$ cat src/rtl/pgdt_pkg.sv
package pgdt_pkg;

  localparam int TIME_BITS_DEF       = 48;
  localparam int GROUP_BYTE_BITS_DEF = 24;

  // Widths of the fixed fields.
  localparam int FIELD_TIME_W  = 48;
  localparam int FIELD_BYTES_W = 16;
  localparam int SIZE_DELTA_W  = 25;
  localparam int GROUP_SPAN_W  = 20;
  localparam int BURST_GAP_W   = 20;
  localparam int BURST_SPAN_W  = 24;
  localparam int OFFSET_LIM_W  = 27;
  localparam int APB_ADDR_W    = 4;
  localparam int APB_DATA_W    = 32;

  localparam int SIZE_MAX_OUT = 16777215;
  localparam int SIZE_MIN_OUT = -16777216;

  // Register indexes, taken from paddr[3:2].
  localparam logic [1:0] REG_GROUP_SPAN = 2'd0;
  localparam logic [1:0] REG_BURST_GAP  = 2'd1;
  localparam logic [1:0] REG_BURST_SPAN = 2'd2;
  localparam logic [1:0] REG_OFFSET_LIM = 2'd3;

  localparam logic [GROUP_SPAN_W-1:0] GROUP_SPAN_RST = 20'd5000;
  localparam logic [BURST_GAP_W-1:0]  BURST_GAP_RST  = 20'd5000;
  localparam logic [BURST_SPAN_W-1:0] BURST_SPAN_RST = 24'd100000;
  localparam logic [OFFSET_LIM_W-1:0] OFFSET_LIM_RST = 27'd3000000;

  typedef enum logic [1:0] {
    OUTC_ACCEPT = 2'd0,
    OUTC_DROP   = 2'd1,
    OUTC_RESET  = 2'd2
  } outcome_e;

endpackage

$ cat src/rtl/packet_group_delta_tracker.sv
// An accepted item passes the input register, then the result register; the group
// state is updated at the same edge as the result is registered.
// Throughput: one item per cycle while the result channel is not stalled.
// Reset (rst_ni low, asynchronous) empties both registers and forgets the open and
// previous groups; the configuration registers return to their default values.
module packet_group_delta_tracker #(
  parameter int TIME_BITS       = pgdt_pkg::TIME_BITS_DEF,
  parameter int GROUP_BYTE_BITS = pgdt_pkg::GROUP_BYTE_BITS_DEF
) (
  input  logic                                      clk_i,
  input  logic                                      rst_ni,
  // input channel
  input  logic                                      in_valid_i,
  output logic                                      in_stall_o,
  input  logic [pgdt_pkg::FIELD_TIME_W-1:0]         send_us_i,
  input  logic [pgdt_pkg::FIELD_TIME_W-1:0]         arrive_us_i,
  input  logic [pgdt_pkg::FIELD_TIME_W-1:0]         local_us_i,
  input  logic [pgdt_pkg::FIELD_BYTES_W-1:0]        bytes_i,
  // result channel
  output logic                                      out_valid_o,
  input  logic                                      out_stall_i,
  output logic                                      delta_ok_o,
  output logic signed [pgdt_pkg::FIELD_TIME_W-1:0]  send_delta_us_o,
  output logic signed [pgdt_pkg::FIELD_TIME_W-1:0]  arrive_delta_us_o,
  output logic signed [pgdt_pkg::SIZE_DELTA_W-1:0]  size_delta_o,
  output logic [1:0]                                outcome_o,
  // configuration port
  input  logic                                      psel,
  input  logic                                      penable,
  input  logic                                      pwrite,
  input  logic [pgdt_pkg::APB_ADDR_W-1:0]           paddr,
  input  logic [pgdt_pkg::APB_DATA_W-1:0]           pwdata,
  output logic [pgdt_pkg::APB_DATA_W-1:0]           prdata,
  output logic                                      pready
);

  localparam int TW = TIME_BITS;
  localparam int BW = GROUP_BYTE_BITS;
  localparam int EW = (TW > pgdt_pkg::FIELD_TIME_W) ? TW : pgdt_pkg::FIELD_TIME_W;
  localparam int ZW = (BW + 1 > pgdt_pkg::SIZE_DELTA_W + 1) ? BW + 1
                                                            : pgdt_pkg::SIZE_DELTA_W + 1;
  localparam logic signed [ZW-1:0] ZMAX = ZW'(pgdt_pkg::SIZE_MAX_OUT);
  localparam logic signed [ZW-1:0] ZMIN = ZW'(pgdt_pkg::SIZE_MIN_OUT);

  // ---------------------------------------------------------------------------
  // Configuration registers
  // ---------------------------------------------------------------------------
  logic [pgdt_pkg::GROUP_SPAN_W-1:0] group_span_q;
  logic [pgdt_pkg::BURST_GAP_W-1:0]  burst_gap_q;
  logic [pgdt_pkg::BURST_SPAN_W-1:0] burst_span_q;
  logic [pgdt_pkg::OFFSET_LIM_W-1:0] offset_lim_q;
  logic                              cfg_wr;

  assign pready = 1'b1;
  assign cfg_wr = psel && penable && pwrite;

  always_ff @(posedge clk_i or negedge rst_ni) begin
    if (!rst_ni) begin
      group_span_q <= pgdt_pkg::GROUP_SPAN_RST;
      burst_gap_q  <= pgdt_pkg::BURST_GAP_RST;
      burst_span_q <= pgdt_pkg::BURST_SPAN_RST;
      offset_lim_q <= pgdt_pkg::OFFSET_LIM_RST;
    end else if (cfg_wr) begin
      unique case (paddr[3:2])
        pgdt_pkg::REG_GROUP_SPAN: group_span_q <= pwdata[pgdt_pkg::GROUP_SPAN_W-1:0];
        pgdt_pkg::REG_BURST_GAP:  burst_gap_q  <= pwdata[pgdt_pkg::BURST_GAP_W-1:0];
        pgdt_pkg::REG_BURST_SPAN: burst_span_q <= pwdata[pgdt_pkg::BURST_SPAN_W-1:0];
        pgdt_pkg::REG_OFFSET_LIM: offset_lim_q <= pwdata[pgdt_pkg::OFFSET_LIM_W-1:0];
      endcase
    end
  end

  always_comb begin
    unique case (paddr[3:2])
      pgdt_pkg::REG_GROUP_SPAN: prdata = pgdt_pkg::APB_DATA_W'(group_span_q);
      pgdt_pkg::REG_BURST_GAP:  prdata = pgdt_pkg::APB_DATA_W'(burst_gap_q);
      pgdt_pkg::REG_BURST_SPAN: prdata = pgdt_pkg::APB_DATA_W'(burst_span_q);
      pgdt_pkg::REG_OFFSET_LIM: prdata = pgdt_pkg::APB_DATA_W'(offset_lim_q);
    endcase
  end

  // ---------------------------------------------------------------------------
  // Input register
  // ---------------------------------------------------------------------------
  logic          s1_valid_q;
  logic [TW-1:0] s1_send_q, s1_arrive_q, s1_skew_q;
  logic [pgdt_pkg::FIELD_BYTES_W-1:0] s1_bytes_q;
  logic [TW-1:0] in_send, in_arrive, in_local;
  logic          out_free, fire, in_take;

  assign in_send   = TW'(EW'(send_us_i));
  assign in_arrive = TW'(EW'(arrive_us_i));
  assign in_local  = TW'(EW'(local_us_i));

  assign out_free   = !out_valid_o || !out_stall_i;
  assign fire       = s1_valid_q && out_free;
  assign in_stall_o = s1_valid_q && !out_free;
  assign in_take    = in_valid_i && !in_stall_o;

  always_ff @(posedge clk_i or negedge rst_ni) begin
    if (!rst_ni) begin
      s1_valid_q <= 1'b0;
    end else if (in_take) begin
      s1_valid_q <= 1'b1;
    end else if (fire) begin
      s1_valid_q <= 1'b0;
    end
  end

  // The arrival-minus-system skew is all the offset test needs of the local clock.
  always_ff @(posedge clk_i) begin
    if (in_take) begin
      s1_send_q   <= in_send;
      s1_arrive_q <= in_arrive;
      s1_skew_q   <= in_arrive - in_local;
      s1_bytes_q  <= bytes_i;
    end
  end

  // ---------------------------------------------------------------------------
  // Group state
  // ---------------------------------------------------------------------------
  logic          open_valid_q, prev_valid_q;
  logic [TW-1:0] open_first_send_q, open_last_send_q, open_first_arrive_q;
  logic [TW-1:0] open_complete_q, open_skew_q;
  logic [BW-1:0] open_bytes_q;
  logic [TW-1:0] prev_last_send_q, prev_complete_q, prev_skew_q;
  logic [BW-1:0] prev_bytes_q;

  logic [TW-1:0] arr_d, snd_d, prop_d, span_d, grp_d, s_d, a_d, skew_d;
  logic          gap_ok, span_ok, in_burst, beyond, reorder, new_group;
  logic          offset_hit, delta_ok;
  logic [BW-1:0] bytes_base, bytes_next;
  logic [BW:0]   bytes_sum;
  logic signed [ZW-1:0] zdiff;
  logic signed [pgdt_pkg::SIZE_DELTA_W-1:0] zsat;
  pgdt_pkg::outcome_e outcome;

  always_comb begin
    arr_d  = s1_arrive_q - open_complete_q;
    snd_d  = s1_send_q - open_last_send_q;
    prop_d = arr_d - snd_d;
    span_d = s1_arrive_q - open_first_arrive_q;
    grp_d  = s1_send_q - open_first_send_q;

    // Differences are two's complement; a negative one is below any threshold.
    gap_ok   = arr_d[TW-1] || (arr_d < TW'(burst_gap_q));
    span_ok  = span_d[TW-1] || (span_d < TW'(burst_span_q));
    in_burst = (s1_send_q == open_last_send_q) || (prop_d[TW-1] && gap_ok && span_ok);
    beyond   = !grp_d[TW-1] && (grp_d > TW'(group_span_q));

    reorder   = open_valid_q && (s1_send_q < open_last_send_q);
    new_group = open_valid_q && !reorder && !in_burst && beyond;

    s_d    = open_last_send_q - prev_last_send_q;
    a_d    = open_complete_q - prev_complete_q;
    skew_d = open_skew_q - prev_skew_q;
    offset_hit = new_group && prev_valid_q && !skew_d[TW-1] &&
                 (skew_d >= TW'(offset_lim_q));
    delta_ok   = new_group && prev_valid_q && !offset_hit;

    zdiff = $signed(ZW'(open_bytes_q)) - $signed(ZW'(prev_bytes_q));
    if (zdiff > ZMAX) begin
      zsat = pgdt_pkg::SIZE_DELTA_W'(ZMAX);
    end else if (zdiff < ZMIN) begin
      zsat = pgdt_pkg::SIZE_DELTA_W'(ZMIN);
    end else begin
      zsat = pgdt_pkg::SIZE_DELTA_W'(zdiff);
    end

    bytes_base = (open_valid_q && !new_group) ? open_bytes_q : '0;
    bytes_sum  = (BW + 1)'(bytes_base) + (BW + 1)'(s1_bytes_q);
    bytes_next = bytes_sum[BW] ? '1 : bytes_sum[BW-1:0];

    if (reorder) begin
      outcome = pgdt_pkg::OUTC_DROP;
    end else if (offset_hit) begin
      outcome = pgdt_pkg::OUTC_RESET;
    end else begin
      outcome = pgdt_pkg::OUTC_ACCEPT;
    end
  end

  always_ff @(posedge clk_i or negedge rst_ni) begin
    if (!rst_ni) begin
      open_valid_q <= 1'b0;
      prev_valid_q <= 1'b0;
    end else if (fire) begin
      if (offset_hit) begin
        open_valid_q <= 1'b0;
        prev_valid_q <= 1'b0;
      end else if (!reorder) begin
        open_valid_q <= 1'b1;
        if (new_group) begin
          prev_valid_q <= 1'b1;
        end
      end
    end
  end

  // Contents of a group are only read while its valid flag is set.
  always_ff @(posedge clk_i) begin
    if (fire && !reorder && !offset_hit) begin
      if (new_group) begin
        prev_last_send_q <= open_last_send_q;
        prev_complete_q  <= open_complete_q;
        prev_skew_q      <= open_skew_q;
        prev_bytes_q     <= open_bytes_q;
      end
      if (!open_valid_q || new_group) begin
        open_first_send_q   <= s1_send_q;
        open_last_send_q    <= s1_send_q;
        open_first_arrive_q <= s1_arrive_q;
      end else if (s1_send_q > open_last_send_q) begin
        open_last_send_q <= s1_send_q;
      end
      open_bytes_q    <= bytes_next;
      open_complete_q <= s1_arrive_q;
      open_skew_q     <= s1_skew_q;
    end
  end

  // ---------------------------------------------------------------------------
  // Result register
  // ---------------------------------------------------------------------------
  logic out_valid_q;

  always_ff @(posedge clk_i or negedge rst_ni) begin
    if (!rst_ni) begin
      out_valid_q <= 1'b0;
    end else if (fire) begin
      out_valid_q <= 1'b1;
    end else if (!out_stall_i) begin
      out_valid_q <= 1'b0;
    end
  end

  always_ff @(posedge clk_i) begin
    if (fire) begin
      delta_ok_o <= delta_ok;
      outcome_o  <= outcome;
      if (delta_ok) begin
        send_delta_us_o   <= pgdt_pkg::FIELD_TIME_W'(EW'($signed(s_d)));
        arrive_delta_us_o <= pgdt_pkg::FIELD_TIME_W'(EW'($signed(a_d)));
        size_delta_o      <= zsat;
      end else begin
        send_delta_us_o   <= '0;
        arrive_delta_us_o <= '0;
        size_delta_o      <= '0;
      end
    end
  end

  assign out_valid_o = out_valid_q;

endmodule

$ cat config.mk
export PLATFORM = sky130hd
export DESIGN_NAME = packet_group_delta_tracker
export DESIGN_NICKNAME = d
export VERILOG_FILES = /design/src/rtl/pgdt_pkg.sv /design/src/rtl/packet_group_delta_tracker.sv
export SDC_FILE = /design/constraint.sdc
export NUM_CORES = 2
export LEC_CHECK = 0
export ABC_AREA = 1
export BUFFER_PORTS_ARGS = -buffer_cell sky130_fd_sc_hd__clkbuf_2
export CORE_MARGIN = 3
export CORE_UTILIZATION = 45
export DETAILED_ROUTE_END_ITERATION = 12
export PLACE_DENSITY = 0.67
export SLEW_MARGIN = 15
export SYNTH_ARGS = -nofsm -noshare
export SYNTH_HDL_FRONTEND = slang
export SYNTH_SLANG_ARGS = --single-unit
$ cat constraint.sdc
create_clock -name clk_i -period 20.1 [get_ports clk_i]
set_input_delay 4.02 -clock clk_i [delete_from_list [all_inputs] [get_ports clk_i]]
set_output_delay 4.02 -clock clk_i [all_outputs]
set_load 0.02 [all_outputs]
Word-level counts from Yosys, hierarchy flattened
Cells that the tools add are included.

storage, ports and cells
  register bits = 811
  bits of input ports = 203
  output and inout bits = 159
  word-level logic and storage cells = 119

operators by class
  $add $sub $neg = 11
  order comparisons = 8
  equality and inequality tests = 6
  mux-type cells = 16
  bitwise operators = 1
  reduce and logical (&&, ||, !) cells = 49

operators with widths
  operator                number
  $sub A48 B48 Y48        9
  $pmux W32 S4            1
  $mux W48                2
  $eq A48 B48 Y1          1
  $ge A48 B27 Y1          1
  $gt A48 B20 Y1          1
  $gt A48 B48 Y1          1
  $lt A48 B20 Y1          1
  $lt A48 B24 Y1          1
  $lt A48 B48 Y1          1
  $mux W24                2
  $add A24 B16 Y25        1
  $gt A25 B25 Y1 const B  1
  $lt A25 B25 Y1 const B  1
  $mux W25                1
  $sub A24 B24 Y25        1
  $logic_and A1 B1 Y1     19
  $reduce_and A2 Y1       8
  $logic_not A1 Y1        11
  $mux W1                 9
  $reduce_bool A2 Y1      3
  $logic_or A1 B1 Y1      5
  $eq A2 B2 Y1 const B    2
  $ne A2 B1 Y1 const B    2
  other kinds (6)         6

Logic depth before layout (Yosys ltp)
  word-level depth = 16
  gate-level depth with buffers = 50
  gate-level depth less buffers = 49

Worst setup path after synthesis
Ideal clock, no wire load.

  kind = input -> register
  from = input out_stall_i
  to = register prev_bytes_q[0] (enable)
  setup time = 0.699 ns
  arrival time = 18.054 ns
  required time = 19.401 ns
  slack = 1.347 ns
  stages on the path = 3
  cells stage by stage = a21oi_1 -> nand3_1 -> nor2_1

on the way
  longest elaborated chain between the ends = 6

ends and longest elaborated chain
  element                             line                               RTL
  start, declared                     packet_group_delta_tracker.sv:21   input logic out_stall_i,
  $logic_not A1 Y1                    n/a
  $logic_or A1 B1 Y1                  packet_group_delta_tracker.sv:95   assign out_free = !out_valid_o || !out_stall_i;
  $logic_and A1 B1 Y1                 packet_group_delta_tracker.sv:96   assign fire = s1_valid_q && out_free;
  $logic_and A1 B1 Y1 (2 in series)   packet_group_delta_tracker.sv:203  if (fire && !reorder && !offset_hit) begin
  $reduce_and A2 Y1 (no source line)  n/a
  end signal, assigned                packet_group_delta_tracker.sv:208  prev_bytes_q <= open_bytes_q;
  end, declared                       packet_group_delta_tracker.sv:128  logic [BW-1:0] prev_bytes_q;

Every way passes these cells.
A chain may end at the register's enable or synchronous reset.

Worst setup path in the final report
  from = input paddr[2] (netlist bit)
  to = output prdata[19] (netlist bit)

on the way
  longest elaborated chain between the ends = 2
  elaborated cells on any way between the ends = 5
  those cells by class = 3 x eq/ne; 1 x mux; 1 x reduce/logical

ends and longest elaborated chain
  element                                     line                              RTL
  start, declared                             packet_group_delta_tracker.sv:31  input logic [pgdt_pkg::APB_ADDR_W-1:0] paddr,
  $eq A2 B2 Y1, or another cell as far along  packet_group_delta_tracker.sv:74  unique case (paddr[3:2])
  $pmux W32 S4 *                              packet_group_delta_tracker.sv:74
  end, declared                               packet_group_delta_tracker.sv:33  output logic [pgdt_pkg::APB_DATA_W-1:0] prdata,

Mark *: on every way between the ends. The rest lies on a longest branch, timed or not. The select of a mux whose other input is x is not followed.

==> Flow_metrics.wiki <==
{| class="wikitable"
! Metric !! Value
|-
| Largest cells by area after synthesis || edfxtp_1 (37%), ha_1 (13%), nand2_1 (11%)
|-
| Footprint of the flip-flops and latches || ~24000 sq um
|-
| Worst supply voltage drop on vdd || around 73 uV
|-
| Initial antenna violation count || 3
|-
| Vias per cell || 5.18
|-
| Switching power as a share of total power || approximately two fifths
|-
| Netlist Area Pre-Place || ~58000 sq um
|-
| Hold crit path type || flop to flop
|-
| Post-synth top area cell || edfxtp_1
|-
| Worst-path cell chain || clkbuf_2, inv_1, nand2_1, inv_1, nand2_1, o2111ai_1, clkbuf_2
|-
| Fin. max-slew vios || 0
|-
| GR Util met2 || 39.7%
|-
| Ports placed on the boundary || between 300 and 400
|-
| Net load switching power || 0.00280 W
|-
| Nature of the critical path endpoint || output pin
|-
| Syn Area/Cell || approximately 8.1 sq um
|-
| Number of gates resized after CTS || 0
|-
| Tmin final || 9.88 ns
|-
| Final routed wirelength across all metal layers || around 180 mm
|-
| Arrival time reported for the critical path endpoint || around 6 ns
|-
| Maximum number of buffers from clock root to sink || 3
|-
| Number of standard-cell rows in the floorplan || between 100 and 150
|-
| DRC violation count after routing || 0
|-
| Power density of the placed cells || about 110 nW/um^2
|-
| Total area of multi-input combinational cells || around 29000 sq um
|-
| CORE AREA || approximately 130000 sq um
|-
| Ratio of cells with drive above 1 in the final layout || under 10%
|-
| Clock power frac || 24.5%
|-
| Element type at the critical path start || input pin
|-
| Setup repair bufs after CTS || 0
|-
| Final worst hold slack || 0.418 ns
|-
| Share of flip-flops with an asynchronous set or reset after synthesis || 11.7%
|-
| Flops & latches, synth || between 800 and 900
|-
| Global-route wire length before repair || ~270 mm
|-
| CP Launch Point || paddr[2]
|-
| Post-route clock period utilization || about half
|-
| R2r endpoint || open_bytes_q[13]$_SDFFCE_PP1P_
|-
| Starting utilization of the core area || 45.5%
|-
| CP Data Required Time || roughly 16 ns
|-
| Fmax || 101 MHz
|-
| Critical Setup Path Class || input pin to output pin
|-
| Height of the die || ~370 microns
|-
| Filler cell count in the final layout || roughly 12000
|-
| Input/output buffers || between 300 and 400
|-
| Number of buffers added to fix hold violations after cts || 0
|-
| Detailed-placement wirelength estimate || 144 mm
|-
| Synth-to-Final Area Change || 11.9%
|-
| Share of power burned in combinational logic || approximately two fifths
|-
| CP Max Fanout || 21
|-
| Top-count cell post-synth || nand2_1
|-
| Setup slack of the worst register-to-register path || approximately 11 ns
|-
| Setup TNS || 0 ns
|-
| Max-cap check violation count || 0
|-
| Antenna-violating nets left || 0
|-
| Setup repair after global routing missed its margin || no
|-
| Later-pin clock latency in the skew report || just over 0.7 ns
|-
| Die X-Extent || 366 microns
|-
| Synth top area share || 36.9%
|-
| Number of flops mapped to enable cells by yosys || between 700 and 800
|-
| Final-report hold violation count || 0
|-
| Transition time of the tightest slew-check pin || 1.12 ns
|-
| Most numerous cell types in the synthesized netlist || nand2_1 (1682), inv_1 (1480), edfxtp_1 (716)
|-
| CTS root buffer || clkbuf_16
|-
| Routability congestion estimate || roughly 1
|-
| P_leak || between 30 and 40 nW
|-
| Detailed-route wire length per cell || ~19 microns
|-
| Seq/Total Area, Yosys || slightly above 40%
|-
| Critical path's slowest cell || inv_1
|-
| Synthesis warning total || 0
|-
| Die outline area || roughly 130000 sq um
|-
| Most Used Layer, Global Route || met2
|-
| Endpoints failing setup || 0
|-
| Outcome || completed
|-
| Num CTS Buffers || just over 90
|-
| Global route overflow || 0
|-
| Worst reg2reg startpoint || s1_arrive_q[0]$_DFFE_PP_
|-
| Synth Flop Type || edfxtp_1
|-
| Drt initial violations || about 4200
|-
| Drt first pass iters || 6
|-
| Number of clock sinks || 811
|-
| Vias in the first global route || ~46000
|-
| Worst reg2reg path depth || 40
|-
| Clock tree from TritonCTS || done
|-
| Largest net degree at the start of global routing || around 130
|-
| Synthesized instance count || roughly 7000
|-
| Global-route met3 utilization || 4.45%
|-
| CTS H-tree depth || 3
|-
| Fin Clk Skew || 0.0298 ns
|-
| Slew margin rel. || ~25%
|-
| Nets || approximately 8500
|-
| Post-synthesis cell type count || 59
|-
| Via Count || 48700
|-
| Maximum single-stage delay on the critical path || approximately 0.73 ns
|-
| Global-route met1 utilization || a little under two fifths
|-
| Global routing usage summed across all routing layers || approximately 26%
|-
| Reg clk slew, reported paths || around 0.060 ns
|-
| Internal Dissipation || just over 0.004 W
|-
| End of the critical path || prdata[19]
|-
| Sequential group share of total power || around 34%
|}
[worst max-delay path: cells and delay by family]
family	cells	cell delay [ns]
buffers and inverters	4	1.18
AO/OA/AOI/OAI	1	0.27
AND/OR/NAND/NOR	2	0.38
[placed cells by master, fill, tap and decap left out, types with 9 or more instances in the layout]
cell type / count
nand2_1: 1680
inv_1: 1478
edfxtp_1: 716
nor2_1: 672
ha_1: 599
a21oi_1: 520
clkbuf_2: 347
o21ai_0: 257
nand3_1: 217
xor2_1: 179
xnor2_1: 100
clkbuf_16: 95
nand4_1: 82
nor3_1: 69
dfrtp_1: 69
a31oi_1: 60
fa_1: 55
o21a_1: 49
o21bai_1: 42
nand3b_1: 32
buf_4: 29
o2111ai_1: 26
dfstp_2: 26
a21o_1: 23
a21boi_0: 20
o21ai_1: 19
clkbuf_1: 18
o221ai_1: 16
clkinv_1: 16
clkinv_2: 16
o211ai_1: 14
a211oi_1: 11
inv_2: 10
nor4_1: 10
and2_1: 9
[per-layer routing]
layer / wire length (microns) / up-vias / part of all wire, %
met5: 0 / - / 0
met4: 4280 / 0 / 2.4
met3: 12800 / 203 / 7.3
met2: 75300 / 1548 / 43
met1: 83700 / 22700 / 48
li1: - / 24200 / -
[worst min-delay path by stage]
| stage | startpoint | to | cells after the start |
|---|---|---|---|
| 4_1_cts | s1_skew_q[18]$_DFFE_PP_ | open_skew_q[18]$_DFFE_PP_ | 0 |
| 3_5_place_dp | s1_skew_q[18]$_DFFE_PP_ | open_skew_q[18]$_DFFE_PP_ | 0 |
| 6_report | s1_skew_q[18]$_DFFE_PP_ | open_skew_q[18]$_DFFE_PP_ | 0 |
| 5_1_grt | s1_skew_q[3]$_DFFE_PP_ | open_skew_q[3]$_DFFE_PP_ | 0 |
| 2_1_floorplan | s1_skew_q[0]$_DFFE_PP_ | open_skew_q[0]$_DFFE_PP_ | 0 |
| 3_3_place_gp | s1_skew_q[16]$_DFFE_PP_ | open_skew_q[16]$_DFFE_PP_ | 0 |
[cells by family after synthesis]
family          count (synthesis)  synth area share, %
simple gates                 2799                 19.4
other cells                     2               0.0129
xor+xnor                      279                 4.19
buf+inv                      1541                 10.1
flops                         811                 41.0
fa+ha+maj                     654                 14.7
compound gates               1085                 10.6
[through the flow]
| stage | area (sq um) | util [%] | setup WS (ns) | total power (W) | std cells |
|---|---|---|---|---|---|
| 6_report | 65200 | 50.9 | 10.22 | 0.00692 | 9404 |
| 4_1_cts | 65200 | 50.9 | 10.26 | 0.00693 | 9403 |
| 5_1_grt | 65200 | 50.9 | 10.07 | 0.00741 | 9403 |
| 3_5_place_dp | 62200 | 48.6 | 10.28 | 0.00520 | 9231 |
| 3_3_place_gp | 62200 | 48.6 | 10.30 | 0.00514 | 9231 |
| 2_1_floorplan | 58300 | - | 1.35 | 0.00434 | 7175 |
[area by class of cell]
type / count / area share (%)
antenna: 1 / 0.00384
clock buffer: 116 / 3.81
clock inverter: 56 / 0.809
inverter: 1491 / 8.59
multi-input combinational: 4823 / 43.8
sequential: 811 / 36.6
tap: 1729 / 3.32
timing repair buffer: 377 / 3.03
[state kept, by name, summed over array words and instances (netlist names), 27 cells and up]
name	flops
arrive_delta_us_o	48
open_complete_q	48
open_first_arrive_q	48
open_first_send_q	48
open_last_send_q	48
open_skew_q	48
prev_complete_q	48
prev_last_send_q	48
prev_skew_q	48
s1_arrive_q	48
s1_send_q	48
s1_skew_q	48
send_delta_us_o	48
offset_lim_q	27
[power by group through the flow]
stage | Sequential [W] | Combinational [W] | Clock [W]
floorplan | 0.00238 | 0.00196 | 0
global placement | 0.00238 | 0.00277 | 0
detailed placement | 0.00238 | 0.00282 | 0
CTS | 0.00235 | 0.00284 | 0.00174
global route | 0.00238 | 0.00323 | 0.00180
finish | 0.00235 | 0.00287 | 0.00170
Power figures use the tool's default switching activity.
